**src/design/lcdnib_pkg.sv**
```systemverilog
// Shared types, codes and sequence tables for the character LCD nibble write sequencer.
`default_nettype none

package lcdnib_pkg;

	// Request codes on the input tuser
	typedef enum logic [1:0] {
		MODE_INIT  = 2'd0,
		MODE_CMD   = 2'd1,
		MODE_DATA  = 2'd2,
		MODE_CLEAR = 2'd3
	} mode_t;

	typedef enum logic {
		KIND_INIT = 1'b0,
		KIND_BYTE = 1'b1
	} kind_t;

	// Register map
	localparam int APB_AW = 3;
	localparam int APB_DW = 32;
	localparam logic REG_PULSE = 1'b0; // word index of enable_pulse_us

	localparam int PULSE_W = 10;
	localparam logic [PULSE_W-1:0] PULSE_RESET = 10'd500;

	localparam int HOLD_W  = 16;
	localparam int EXTRA_W = 13;
	localparam int IDX_W   = 5;

	localparam int QDEPTH = 2;
	localparam int QPTR_W = $clog2(QDEPTH);
	localparam int QCNT_W = $clog2(QDEPTH + 1);

	localparam logic [HOLD_W-1:0]  INIT_WAIT_US  = 16'd40000;
	localparam logic [EXTRA_W-1:0] CLEAR_WAIT_US = 13'd2000;
	localparam logic [7:0]         CMD_CLEAR     = 8'h01;
	localparam logic [IDX_W-1:0]   INIT_LAST_IDX = 5'd24;
	localparam logic [IDX_W-1:0]   INIT_BYTE_IDX = 5'd9;

	// Classified request as it sits in the queue
	typedef struct packed {
		kind_t      kind;
		logic       rs;
		logic [7:0] byte_val;
		logic       clr;
	} req_t;

	// Queue handshake from the front
	typedef struct packed {
		logic valid;
		req_t req;
	} push_t;

	// One step of an event run, before the pulse width is added
	typedef struct packed {
		logic               idle;
		logic               en;
		logic [3:0]         nib;
		logic [EXTRA_W-1:0] extra;
	} step_t;

	function automatic logic [EXTRA_W-1:0] wake_delay(input logic [1:0] i);
		logic [EXTRA_W-1:0] d;
		unique case (i)
			2'd0:    d = 13'd6000;
			2'd1:    d = 13'd300;
			default: d = 13'd2000;
		endcase
		return d;
	endfunction

	function automatic logic [7:0] init_cmd(input logic [1:0] i);
		logic [7:0] c;
		unique case (i)
			2'd0:    c = 8'h28;
			2'd1:    c = 8'h0C;
			2'd2:    c = 8'h01;
			default: c = 8'h06;
		endcase
		return c;
	endfunction

	// Event idx of a byte run: high nibble first, enable high then low
	function automatic step_t byte_step(input logic [7:0] b, input logic [1:0] idx,
			input logic [EXTRA_W-1:0] tail);
		step_t s;
		s.idle  = 1'b0;
		s.en    = ~idx[0];
		s.nib   = idx[1] ? b[3:0] : b[7:4];
		s.extra = (idx == 2'd3) ? tail : '0;
		return s;
	endfunction

	function automatic step_t init_step(input logic [IDX_W-1:0] idx);
		step_t s;
		logic [IDX_W-1:0] p;
		logic [IDX_W-1:0] q;
		p = idx - 5'd1;
		q = idx - INIT_BYTE_IDX;
		s = '0;
		if (idx == '0) begin
			s.idle = 1'b1;
		end else if (idx < INIT_BYTE_IDX) begin
			s.en    = ~p[0];
			s.nib   = (p[2:1] == 2'd3) ? 4'h2 : 4'h3;
			s.extra = p[0] ? wake_delay(p[2:1]) : '0;
		end else begin
			s = byte_step(init_cmd(q[3:2]), q[1:0], '0);
		end
		return s;
	endfunction

endpackage

`default_nettype wire

```
**src/design/lcdnib_front.sv**
```systemverilog
// Request front end: takes input beats and classifies them into queue entries.
`default_nettype none

module lcdnib_front
	import lcdnib_pkg::*;
(
	input  wire logic       in_valid,
	output logic            in_ready,
	input  wire logic [1:0] in_mode,
	input  wire logic [7:0] in_value,
	input  wire logic       q_full,
	output push_t           push
);

	req_t req;

	always_comb begin
		req = '0;
		unique case (mode_t'(in_mode))
			MODE_INIT: begin
				req.kind = KIND_INIT;
			end
			MODE_CMD: begin
				req.kind     = KIND_BYTE;
				req.byte_val = in_value;
			end
			MODE_DATA: begin
				req.kind     = KIND_BYTE;
				req.rs       = 1'b1;
				req.byte_val = in_value;
			end
			MODE_CLEAR: begin
				req.kind     = KIND_BYTE;
				req.byte_val = CMD_CLEAR;
				req.clr      = 1'b1;
			end
			default: begin
				req.kind = KIND_INIT;
			end
		endcase
	end

	assign in_ready   = ~q_full;
	assign push.valid = in_valid & ~q_full;
	assign push.req   = req;

endmodule

`default_nettype wire

```
**src/design/lcdnib_queue.sv**
```systemverilog
// Short request queue between the front end and the event generator.
`default_nettype none

module lcdnib_queue
	import lcdnib_pkg::*;
(
	input  wire logic  clk,
	input  wire logic  arst_n,
	input  wire push_t push,
	output logic       full,
	output logic       empty,
	input  wire logic  pop,
	output req_t       head
);

	req_t              mem [QDEPTH];
	logic [QPTR_W-1:0] wr_ptr_q;
	logic [QPTR_W-1:0] rd_ptr_q;
	logic [QCNT_W-1:0] count_q;
	logic              do_push;
	logic              do_pop;

	assign full    = (count_q == QCNT_W'(QDEPTH));
	assign empty   = (count_q == '0);
	assign do_push = push.valid & ~full;
	assign do_pop  = pop & ~empty;
	assign head    = mem[rd_ptr_q];

	always_ff @(posedge clk) begin
		if (do_push) begin
			mem[wr_ptr_q] <= push.req;
		end
	end

	always_ff @(posedge clk or negedge arst_n) begin
		if (!arst_n) begin
			wr_ptr_q <= '0;
			rd_ptr_q <= '0;
			count_q  <= '0;
		end else begin
			if (do_push) begin
				wr_ptr_q <= wr_ptr_q + 1'b1;
			end
			if (do_pop) begin
				rd_ptr_q <= rd_ptr_q + 1'b1;
			end
			if (do_push && !do_pop) begin
				count_q <= count_q + 1'b1;
			end else if (do_pop && !do_push) begin
				count_q <= count_q - 1'b1;
			end
		end
	end

endmodule

`default_nettype wire

```
**src/design/lcdnib_back.sv**
```systemverilog
// Event generator: walks the run of the queue head and registers one pin event per beat.
`default_nettype none

module lcdnib_back
	import lcdnib_pkg::*;
(
	input  wire logic               clk,
	input  wire logic               arst_n,
	input  wire logic [PULSE_W-1:0] pulse_us,
	input  wire req_t               head,
	input  wire logic               empty,
	output logic                    pop,
	output logic                    out_valid,
	input  wire logic               out_ready,
	output logic                    out_rs,
	output logic                    out_en,
	output logic [3:0]              out_nib,
	output logic [HOLD_W-1:0]       out_hold,
	output logic                    out_last
);

	logic [IDX_W-1:0]  idx_q;
	logic              valid_q;
	logic              rs_q;
	logic              en_q;
	logic [3:0]        nib_q;
	logic [HOLD_W-1:0] hold_q;
	logic              last_q;

	step_t             st;
	logic              ev_last;
	logic [HOLD_W-1:0] ev_hold;
	logic              load;

	always_comb begin
		if (head.kind == KIND_INIT) begin
			st      = init_step(idx_q);
			ev_last = (idx_q == INIT_LAST_IDX);
		end else begin
			st      = byte_step(head.byte_val, idx_q[1:0], head.clr ? CLEAR_WAIT_US : '0);
			ev_last = (idx_q[1:0] == 2'd3);
		end
		ev_hold = st.idle ? INIT_WAIT_US
			: HOLD_W'(pulse_us) + HOLD_W'(st.extra);
	end

	// Advance whenever the queue holds a request and the output register is free or being drained
	assign load = ~empty & (~valid_q | out_ready);
	assign pop  = load & ev_last;

	always_ff @(posedge clk or negedge arst_n) begin
		if (!arst_n) begin
			idx_q   <= '0;
			valid_q <= 1'b0;
		end else begin
			if (load) begin
				valid_q <= 1'b1;
				idx_q   <= ev_last ? '0 : idx_q + 1'b1;
			end else if (out_ready) begin
				valid_q <= 1'b0;
			end
		end
	end

	always_ff @(posedge clk) begin
		if (load) begin
			rs_q   <= head.rs;
			en_q   <= st.en;
			nib_q  <= st.nib;
			hold_q <= ev_hold;
			last_q <= ev_last;
		end
	end

	assign out_valid = valid_q;
	assign out_rs    = rs_q;
	assign out_en    = en_q;
	assign out_nib   = nib_q;
	assign out_hold  = hold_q;
	assign out_last  = last_q;

endmodule

`default_nettype wire

```
**src/design/char_lcd_nibble_write_sequencer_unit.sv**
```systemverilog
// Top level of the character LCD 4-bit write sequencer with its register port.
`default_nettype none

// Turns LCD requests (init, command byte, data byte, clear) into runs of pin
// events for a 4-bit character LCD bus. Each output beat fixes register select
// (tuser), the enable level, the nibble on D7..D4 and the hold time in
// microseconds; tlast marks the final event of a request's run. A byte goes
// out high nibble first, each nibble as an enable-high event then an
// enable-low event, both held enable_pulse_us (APB address 0, reset 500);
// datasheet delays are added to the enable-low hold. Init emits 25 events, the
// other requests 4. Events leave at one per clock while a request is queued
// and the sink takes them: the event generator is the limit. A two-entry
// request queue lets the input side keep accepting while a run is still
// playing out, and the output register loads the next event as the sink
// takes the current one. Write enable_pulse_us only while idle.
module char_lcd_nibble_write_sequencer_unit
	import lcdnib_pkg::*;
(
	input  wire logic              clk,
	input  wire logic              arst_n,
	// request stream
	input  wire logic              s_axis_tvalid,
	output logic                   s_axis_tready,
	input  wire logic [7:0]        s_axis_tdata,  // [7:0] value
	input  wire logic [1:0]        s_axis_tuser,  // [1:0] mode
	// pin event stream
	output logic                   m_axis_tvalid,
	input  wire logic              m_axis_tready,
	output logic [23:0]            m_axis_tdata,  // [0] enable, [4:1] nibble, [20:5] hold_us
	output logic                   m_axis_tuser,  // [0] reg_select
	output logic                   m_axis_tlast,
	// register port
	input  wire logic              psel,
	input  wire logic              penable,
	input  wire logic              pwrite,
	input  wire logic [APB_AW-1:0] paddr,
	input  wire logic [APB_DW-1:0] pwdata,
	output logic [APB_DW-1:0]      prdata,
	output logic                   pready
);

	logic [PULSE_W-1:0] pulse_q;
	logic               reg_hit;

	push_t push;
	req_t  head;
	logic  q_full;
	logic  q_empty;
	logic  q_pop;

	logic              ev_en;
	logic [3:0]        ev_nib;
	logic [HOLD_W-1:0] ev_hold;

	// Register port: one register, decoded on the word address
	assign pready  = 1'b1;
	assign reg_hit = (paddr[2] == REG_PULSE);
	assign prdata  = reg_hit ? APB_DW'(pulse_q) : '0;

	always_ff @(posedge clk or negedge arst_n) begin
		if (!arst_n) begin
			pulse_q <= PULSE_RESET;
		end else if (psel && penable && pwrite && pready && reg_hit) begin
			pulse_q <= pwdata[PULSE_W-1:0];
		end
	end

	// Front: classify the request and push it into the queue
	lcdnib_front u_front (
		.in_valid (s_axis_tvalid),
		.in_ready (s_axis_tready),
		.in_mode  (s_axis_tuser),
		.in_value (s_axis_tdata),
		.q_full   (q_full),
		.push     (push)
	);

	lcdnib_queue u_queue (
		.clk    (clk),
		.arst_n (arst_n),
		.push   (push),
		.full   (q_full),
		.empty  (q_empty),
		.pop    (q_pop),
		.head   (head)
	);

	// Back: play out the head request one event per beat
	lcdnib_back u_back (
		.clk       (clk),
		.arst_n    (arst_n),
		.pulse_us  (pulse_q),
		.head      (head),
		.empty     (q_empty),
		.pop       (q_pop),
		.out_valid (m_axis_tvalid),
		.out_ready (m_axis_tready),
		.out_rs    (m_axis_tuser),
		.out_en    (ev_en),
		.out_nib   (ev_nib),
		.out_hold  (ev_hold),
		.out_last  (m_axis_tlast)
	);

	assign m_axis_tdata = {3'b000, ev_hold, ev_nib, ev_en};

endmodule

`default_nettype wire

```
**config.mk**
```make
export PLATFORM = sky130hd
export DESIGN_NAME = char_lcd_nibble_write_sequencer_unit
export DESIGN_NICKNAME = d
export VERILOG_FILES = /design/src/design/lcdnib_pkg.sv /design/src/design/lcdnib_front.sv /design/src/design/lcdnib_queue.sv /design/src/design/lcdnib_back.sv /design/src/design/char_lcd_nibble_write_sequencer_unit.sv
export SDC_FILE = /design/constraint.sdc
export NUM_CORES = 1
export LEC_CHECK = 0
export ABC_AREA = 1
export BUFFER_PORTS_ARGS = -buffer_cell sky130_fd_sc_hd__buf_4
export CAP_MARGIN = 40
export CORE_MARGIN = 2
export CORE_UTILIZATION = 50
export CTS_CLUSTER_SIZE = 16
export DETAILED_ROUTE_END_ITERATION = 8
export HOLD_SLACK_MARGIN = 0.06
export PLACE_DENSITY = 0.76
export SLEW_MARGIN = 25
export SYNTH_ARGS = -nofsm -noshare
export SYNTH_HDL_FRONTEND = slang
export SYNTH_SLANG_ARGS = --single-unit
```
**constraint.sdc**
```tcl
create_clock -name clk -period 4.62 [get_ports clk]
set_input_delay 0.462 -clock clk [delete_from_list [all_inputs] [get_ports clk]]
set_output_delay 0.462 -clock clk [all_outputs]
set_load 0.01 [all_outputs]
```
==> reports/results.txt, run 1 <==
status - complete, no violations
Met3 Wirelength - 335 um
wire per inst - 12.3 um
FMAX - 307 MHz
antenna cell count - 0
initial drt markers - 133
global-route wire length before repair - 10,800 um
Yosys cell types - 41
DR DRC count - 0
core footprint - 6790 um^2
Final nets - 509
yosys warns - 0
I/O pins - 113
PwrDens - 702 nW/um^2
RSZ-0062 raised after global routing - false
Routed met2 length - 3480 um
Yosys top cell by area - edfxtp_1
Slew Limit Fails - 0
GR Overflow Total - 0
fraction of layout cells with a size suffix above 1 - 24.0%
Max Buffers Root-to-Sink - 2
CP Data Required Time - 4.68 ns
Die X - 87.7 um
Buf/Inv on CP - 3
Synth Area per Inst - 9.31 um^2
# fillers - 572
ranking of synthesized cells by area - edfxtp_1 37%, dfrtp_1 10%, buf_4 6.2%
Die ar. - 7690 um^2
H-tree depth - 3
Final min period - 3.26 ns
worst-path maximum fanout - 10
CP delay by family, top - adder cells
CP endpoint kind - flip-flop
Highest Signal Layer - met4
GPL Wtd Cong - 0.838
root buffer cell - clkbuf_8
max incr delay on CP - 0.59 ns
drt pass-1 iters - 4
placed instance area - 3950 um^2
Finish-stage setup viols - 0
Slew headroom - 45.6%
final setup skew - 0.0123 ns
fin area - 4180 um^2
WL met1 - 2760 um
Post-Syn Instances - 376
synthesized cell area - 3500 um^2
Max Cap Violations - 0
Max VDD drop - 0.000304 V
pre-CTS setup slack - 1.46 ns
Hold/Removal Path Class - input pin to flip-flop
CP max-delay cell - dfrtp_1
Yosys top cell area share - 36.9%
vias in the first global route - 2,408
total power - 2.93 mW
CTS tree - yes
Crit. path cell count - 14
EDFF count, synth - 43
async set or reset register ratio after synthesis - 31.7%
vias post-DR - 2,548
post-cts resize count - 0
reg2reg path depth - 14
Clk pin slew, worst setup/hold paths - 0.07 ns
post-synthesis sequential area ratio - 51.4%
Final Hold Fails - 0
CP startpoint kind - flip-flop
WP data arrival - 3.32 ns
GRT Util Overall - 18.4%
area of the multi-input gates - 1300 um^2
Core Util, Final - 61.5%
Placement Rows - 30
Antenna Nets Post-Route - 0
Num CTS Buffers - 9
Post-DP HPWL - 5000 um
largest net degree at the start of global routing - 21
Slew @ Worst Pin - 0.813 ns
final WL - 6670 um
top_reg_cell synth - edfxtp_1
setup TNS - 0 ns
Setup CP Type - flip-flop to flip-flop
antenna violations before repair - 0
Lkg Pwr - 2.04 nW
Hold Path Stages - 3
Final WS setup - 1.36 ns
leading cell type in the layout, fill and taps excluded - buf_4
CP Cell Sequence - inv_1, ha_1, inv_1, nand3_1, nand2_1, o21bai_1, nand2_1, inv_1, ha_1, a21oi_1, nand2_1, a21oi_1, or2_2, a21oi_1
period utilisation layout - 70.5%
Via density - 4.71
Clk Latency, worst-skew pair - 0.35 ns
clk sinks - 63
register area - 1800 um^2
commonest cells after routing, fill and taps aside - 62 x buf_4, 57 x inv_1, 56 x nand2_1, 43 x nor2_1, 43 x edfxtp_1
initial core utilization - 51.5%
die height - 87.7 um
synth-to-layout area growth - 19.3%
Yosys reg bits - 63
port buffer count - 60
## cell families after synthesis
logic type,share of synthesized area (%)
and+or+nand+nor,17.7
buffers and inverters,14.3
DFF,51.4
AOI/OAI and AO/OA,8.86
adders and majority gates,6.29
xor gates and xnor gates,1.25
other,0.215
## tightest hold or removal path: cells and delay by family
kind | cells | cell delay [ns]
AO/OA/AOI/OAI | 1 | 0.04
buffers and inverters | 1 | 0.11
AND/OR/NAND/NOR | 1 | 0.09
## routing by layer
| metal | up-vias | global-route usage, % |
|---|---|---|
| met2 | 72 | 32.0 |
| met1 | 1186 | 22.4 |
| li1 | 1282 | - |
| met5 | - | 0 |
| met4 | 0 | 5.87 |
| met3 | 8 | 4.52 |
## sequential cells by signal (all words and copies together) (netlist names)
register,cells
pulse_q,10
u_back.idx_q,5
u_back.out_en,1
u_back.out_hold,14
u_back.out_last,1
u_back.out_nib,4
u_back.out_rs,1
u_back.out_valid,1
u_queue.count_q,2
u_queue.mem,22
u_queue.rd_ptr_q,1
u_queue.wr_ptr_q,1
## area by class of cell
type                       count  share of cell area (%)
sequential                    63                    43.1
multi-input combinational    240                    31.1
timing repair buffer          64                    12.0
inverter                      62                    5.60
clock buffer                   9                    2.96
tap                           96                    2.88
clock inverter                 7                    2.34
## metrics by stage
stage	hold slack [ns]	cells
after floorplan	0.166	402
after global placement	0.355	521
after detailed placement	0.354	524
after CTS	0.346	541
after global routing	0.363	541
final	0.354	541
## where the power goes
group          switching [mW]  internal [mW]  total (mW)
clock                   0.226          0.304       0.530
combinational           0.827          0.561        1.39
sequential              0.115          0.898        1.01
## final timing paths
check | start | end | slack [ns]
max | u_back.idx_q[1]$_DFFE_PN0P_ | u_back.out_hold[7]$_SDFFCE_PP0P_ | 1.36
min | pwdata[6] | pulse_q[6]$_DFFE_PN1P_ | 0.35
min in group asynchronous | arst_n | pulse_q[0]$_DFFE_PN0P_ | 0.53
max in group asynchronous | arst_n | pulse_q[8]$_DFFE_PN1P_ | 3.82
max reg2reg | u_back.idx_q[1]$_DFFE_PN0P_ | u_back.out_hold[7]$_SDFFCE_PP0P_ | 1.36
min reg2reg | pulse_q[7]$_DFFE_PN1P_ | pulse_q[7]$_DFFE_PN1P_ | 0.49
## cell usage after synthesis (3+ instances only)
master,number
inv_1,57
nand2_1,56
edfxtp_1,43
nor2_1,43
buf_4,29
a21oi_1,26
nand3_1,20
ha_1,16
dfrtp_1,14
o21ai_0,11
dfstp_2,6
nand2_2,5
clkbuf_1,4
inv_2,3
nor2_4,3
nor3_1,3
o21bai_1,3
xnor2_1,3
## timing repair
action / 4_1_cts / 5_1_grt
hold buffers: 1 / 0
setup buffers: 0 / 0
endpoints found under the hold margin: 14 / 0
(Power assumes the default switching activity.)
==> inputs of run 2 (changes only) <==
Clock period 4.62 ns to 3.15 ns, I/O delays scaled along.
==> run 2 against run 1 <==
Worst setup slack worse by 1.0 ns. Worst hold slack worse by 0.14 ns. Clock power increased by 31%. Utilization grew 0.26 points. Critical path type unchanged. Via count rose by 1.7%.
==> reports/results.txt, run 2 (synthesized netlist as in run 1, its figures left out) <==
status - complete, no violations (unchanged)
leading cell type in the layout, fill and taps excluded - buf_4 (unchanged)
Placement Rows - 30 (unchanged)
antenna cell count - 0 (unchanged)
Final min period - 2.83 ns (was 3.26 ns)
worst-path maximum fanout - 6 (was 10)
WP data arrival - 2.93 ns (was 3.32 ns)
reg2reg path depth - 15 (was 14)
GPL Wtd Cong - 0.848 (was 0.838)
Die X - 87.7 um (unchanged)
Switching Fraction - 40.2% (was 39.8%)
final WL - 6610 um (was 6670 um)
Slew headroom - 60.1% (was 45.6%)
RR Endpoint - u_back.out_hold[10]$_SDFFCE_PP1P_ (was u_back.out_hold[7]$_SDFFCE_PP0P_)
# fillers - 559 (was 572)
initial core utilization - 51.5% (unchanged)
fraction of layout cells with a size suffix above 1 - 25.1% (was 24.0%)
max reg flops - 22 (unchanged)
P_sw - 1.70 mW (was 1.17 mW)
r2r startpoint - u_back.idx_q[1]$_DFFE_PN0P_ (unchanged)
antenna violations before repair - 0 (unchanged)
R2R Setup Slk - 0.32 ns (was 1.36 ns)
vias post-DR - 2,592 (was 2,548)
wire per inst - 12.1 um (was 12.3 um)
Post-CTS Setup Inserts - 0 (unchanged)
total power - 4.24 mW (was 2.93 mW)
drt pass-1 iters - 4 (unchanged)
final setup skew - 0.0123 ns (about the same)
register area - 1800 um^2 (unchanged)
Finish-stage setup viols - 0 (unchanged)
Post-DP HPWL - 4940 um (was 5000 um)
period utilisation layout - 89.9% (was 70.5%)
Hold/Removal Path Class - input pin to flip-flop (unchanged)
core footprint - 6790 um^2 (unchanged)
DR DRC count - 0 (unchanged)
Final WS setup - 0.318 ns (was 1.36 ns)
GRT Util Overall - 18.4% (about the same)
synth-to-layout area growth - 19.8% (was 19.3%)
I/O pins - 113 (unchanged)
Top reg by flops - u_queue.mem (unchanged)
Max Cap Violations - 0 (unchanged)
PwrDens - 1010 nW/um^2 (was 702 nW/um^2)
Clk pin slew, worst setup/hold paths - 0.08 ns (was 0.07 ns)
Lkg Pwr - 2.05 nW (was 2.04 nW)
largest net degree at the start of global routing - 21 (unchanged)
root buffer cell - clkbuf_8 (unchanged)
Power Internal - 2.53 mW (was 1.76 mW)
RSZ-0062 raised after global routing - false (unchanged)
global-route wire length before repair - 10,800 um (about the same)
Slew @ Worst Pin - 0.597 ns (was 0.813 ns)
CP startpoint kind - flip-flop (unchanged)
clock power share - 16.3% (was 18.1%)
Via density - 4.75 (was 4.71)
pre-CTS setup slack - 0.308 ns (was 1.46 ns)
Clk Latency, worst-skew pair - 0.35 ns (about the same)
Max VDD drop - 0.000425 V (was 0.000304 V)
Critical Path End - u_back.out_hold[10]$_SDFFCE_PP1P_ (was u_back.out_hold[7]$_SDFFCE_PP0P_)
CP endpoint kind - flip-flop (unchanged)
die height - 87.7 um (unchanged)
Antenna Nets Post-Route - 0 (unchanged)
Slew Limit Fails - 0 (unchanged)
clk sinks - 63 (unchanged)
Final nets - 514 (was 509)
H-tree depth - 3 (unchanged)
Final Hold Fails - 0 (unchanged)
vias in the first global route - 2,436 (was 2,408)
Seq pwr share - 34.1% (was 34.5%)
FMAX - 353 MHz (was 307 MHz)
commonest cells after routing, fill and taps aside - 66 x buf_4, 57 x inv_1, 56 x nand2_1, 43 x nor2_1, 43 x edfxtp_1 (was 62 x buf_4, 57 x inv_1, 56 x nand2_1, 43 x nor2_1, 43 x edfxtp_1)
CP Data Required Time - 3.25 ns (was 4.68 ns)
Worst Setup SP - u_back.idx_q[1]$_DFFE_PN0P_ (unchanged)
GR Overflow Total - 0 (unchanged)
CTS tree - yes (unchanged)
port buffer count - 60 (unchanged)
Comb pwr share - 49.5% (was 47.4%)
Setup CP Type - flip-flop to flip-flop (unchanged)
Max Buffers Root-to-Sink - 2 (unchanged)
Num CTS Buffers - 9 (unchanged)
setup TNS - 0 ns (unchanged)
area of the multi-input gates - 1310 um^2 (was 1300 um^2)
initial drt markers - 157 (was 133)
Die ar. - 7690 um^2 (unchanged)
## run 2: cell count changes in the layout (fill, tap and decap cells not counted), sizes merged
cell / previous run / this run
clkinv: 5 / 4
inv: 60 / 61
clkinvlp: 2 / 3
buf: 63 / 68
bufinv: 2 / 1
## run 2: cell type report
cell class,count,share of cell area (%)
Sequential cell,63,42.9
Inverter,62,5.58
Tap cell,96,2.86
Multi-Input combinational cell,240,31.3
Clock buffer,9,2.95
Clock inverter,7,1.76
Timing Repair Buffer,69,12.7
## run 2: stage by stage
stage	instance area [um^2]	utilization [%]	cells	hold WS, ns
floorplan	3600	-	402	0.0194
finish	4200	61.7	546	0.210
detailed placement	3960	58.3	528	0.207
global placement	3930	57.9	525	0.207
global route	4200	61.7	546	0.214
CTS	4170	61.4	545	0.199
## run 2: worst min-delay path by stage
| stage | start | to | cells past startpoint |
|---|---|---|---|
| 2_1_floorplan | arst_n | pulse_q[0]$_DFFE_PN0P_ | 0 |
| 3_3_place_gp | arst_n | pulse_q[0]$_DFFE_PN0P_ | 1 |
| 3_5_place_dp | arst_n | pulse_q[0]$_DFFE_PN0P_ | 1 |
| 4_1_cts | pwdata[3] | pulse_q[3]$_DFFE_PN0P_ | 3 |
| 5_1_grt | pwdata[4] | pulse_q[4]$_DFFE_PN1P_ | 3 |
| 6_report | pwdata[4] | pulse_q[4]$_DFFE_PN1P_ | 3 |
## run 2: routing by layer
layer	global-route usage, %	share of wire [%]	vias up
met5	0	0	-
met4	7.13	1.3	0
met3	4.34	5.0	9
met2	32.4	53	76
met1	21.6	40	1212
li1	-	-	1295
## run 2: timing repair
action                                 in CTS  in global routing
gates resized for setup                     0                  3
endpoints found under the hold margin      14                  0
hold buffers                                1                  0
setup endpoints to repair                   0                  5
## run 2: power by group through the flow
stage	registers, mW	clock network [mW]	logic, mW
final	1.45	0.693	2.10
after global routing	1.48	0.736	2.39
after CTS	1.45	0.704	2.07
after detailed placement	1.46	0	2.05
after global placement	1.46	0	1.95
after floorplan	1.51	0	1.40
## run 2: worst max-delay path, cell delays in order (launching register included)
cell	delay, ns
dfrtp_1	0.38
inv_1	0.20
ha_1	0.22
inv_1	0.04
nand2_1	0.08
nand2_2	0.08
nor2_4	0.14
nand4_1	0.15
nor2_1	0.35
ha_1	0.27
fa_1	0.25
a21oi_2	0.10
nor2_1	0.11
nor2_1	0.06
nand3_1	0.08
nand3_1	0.07
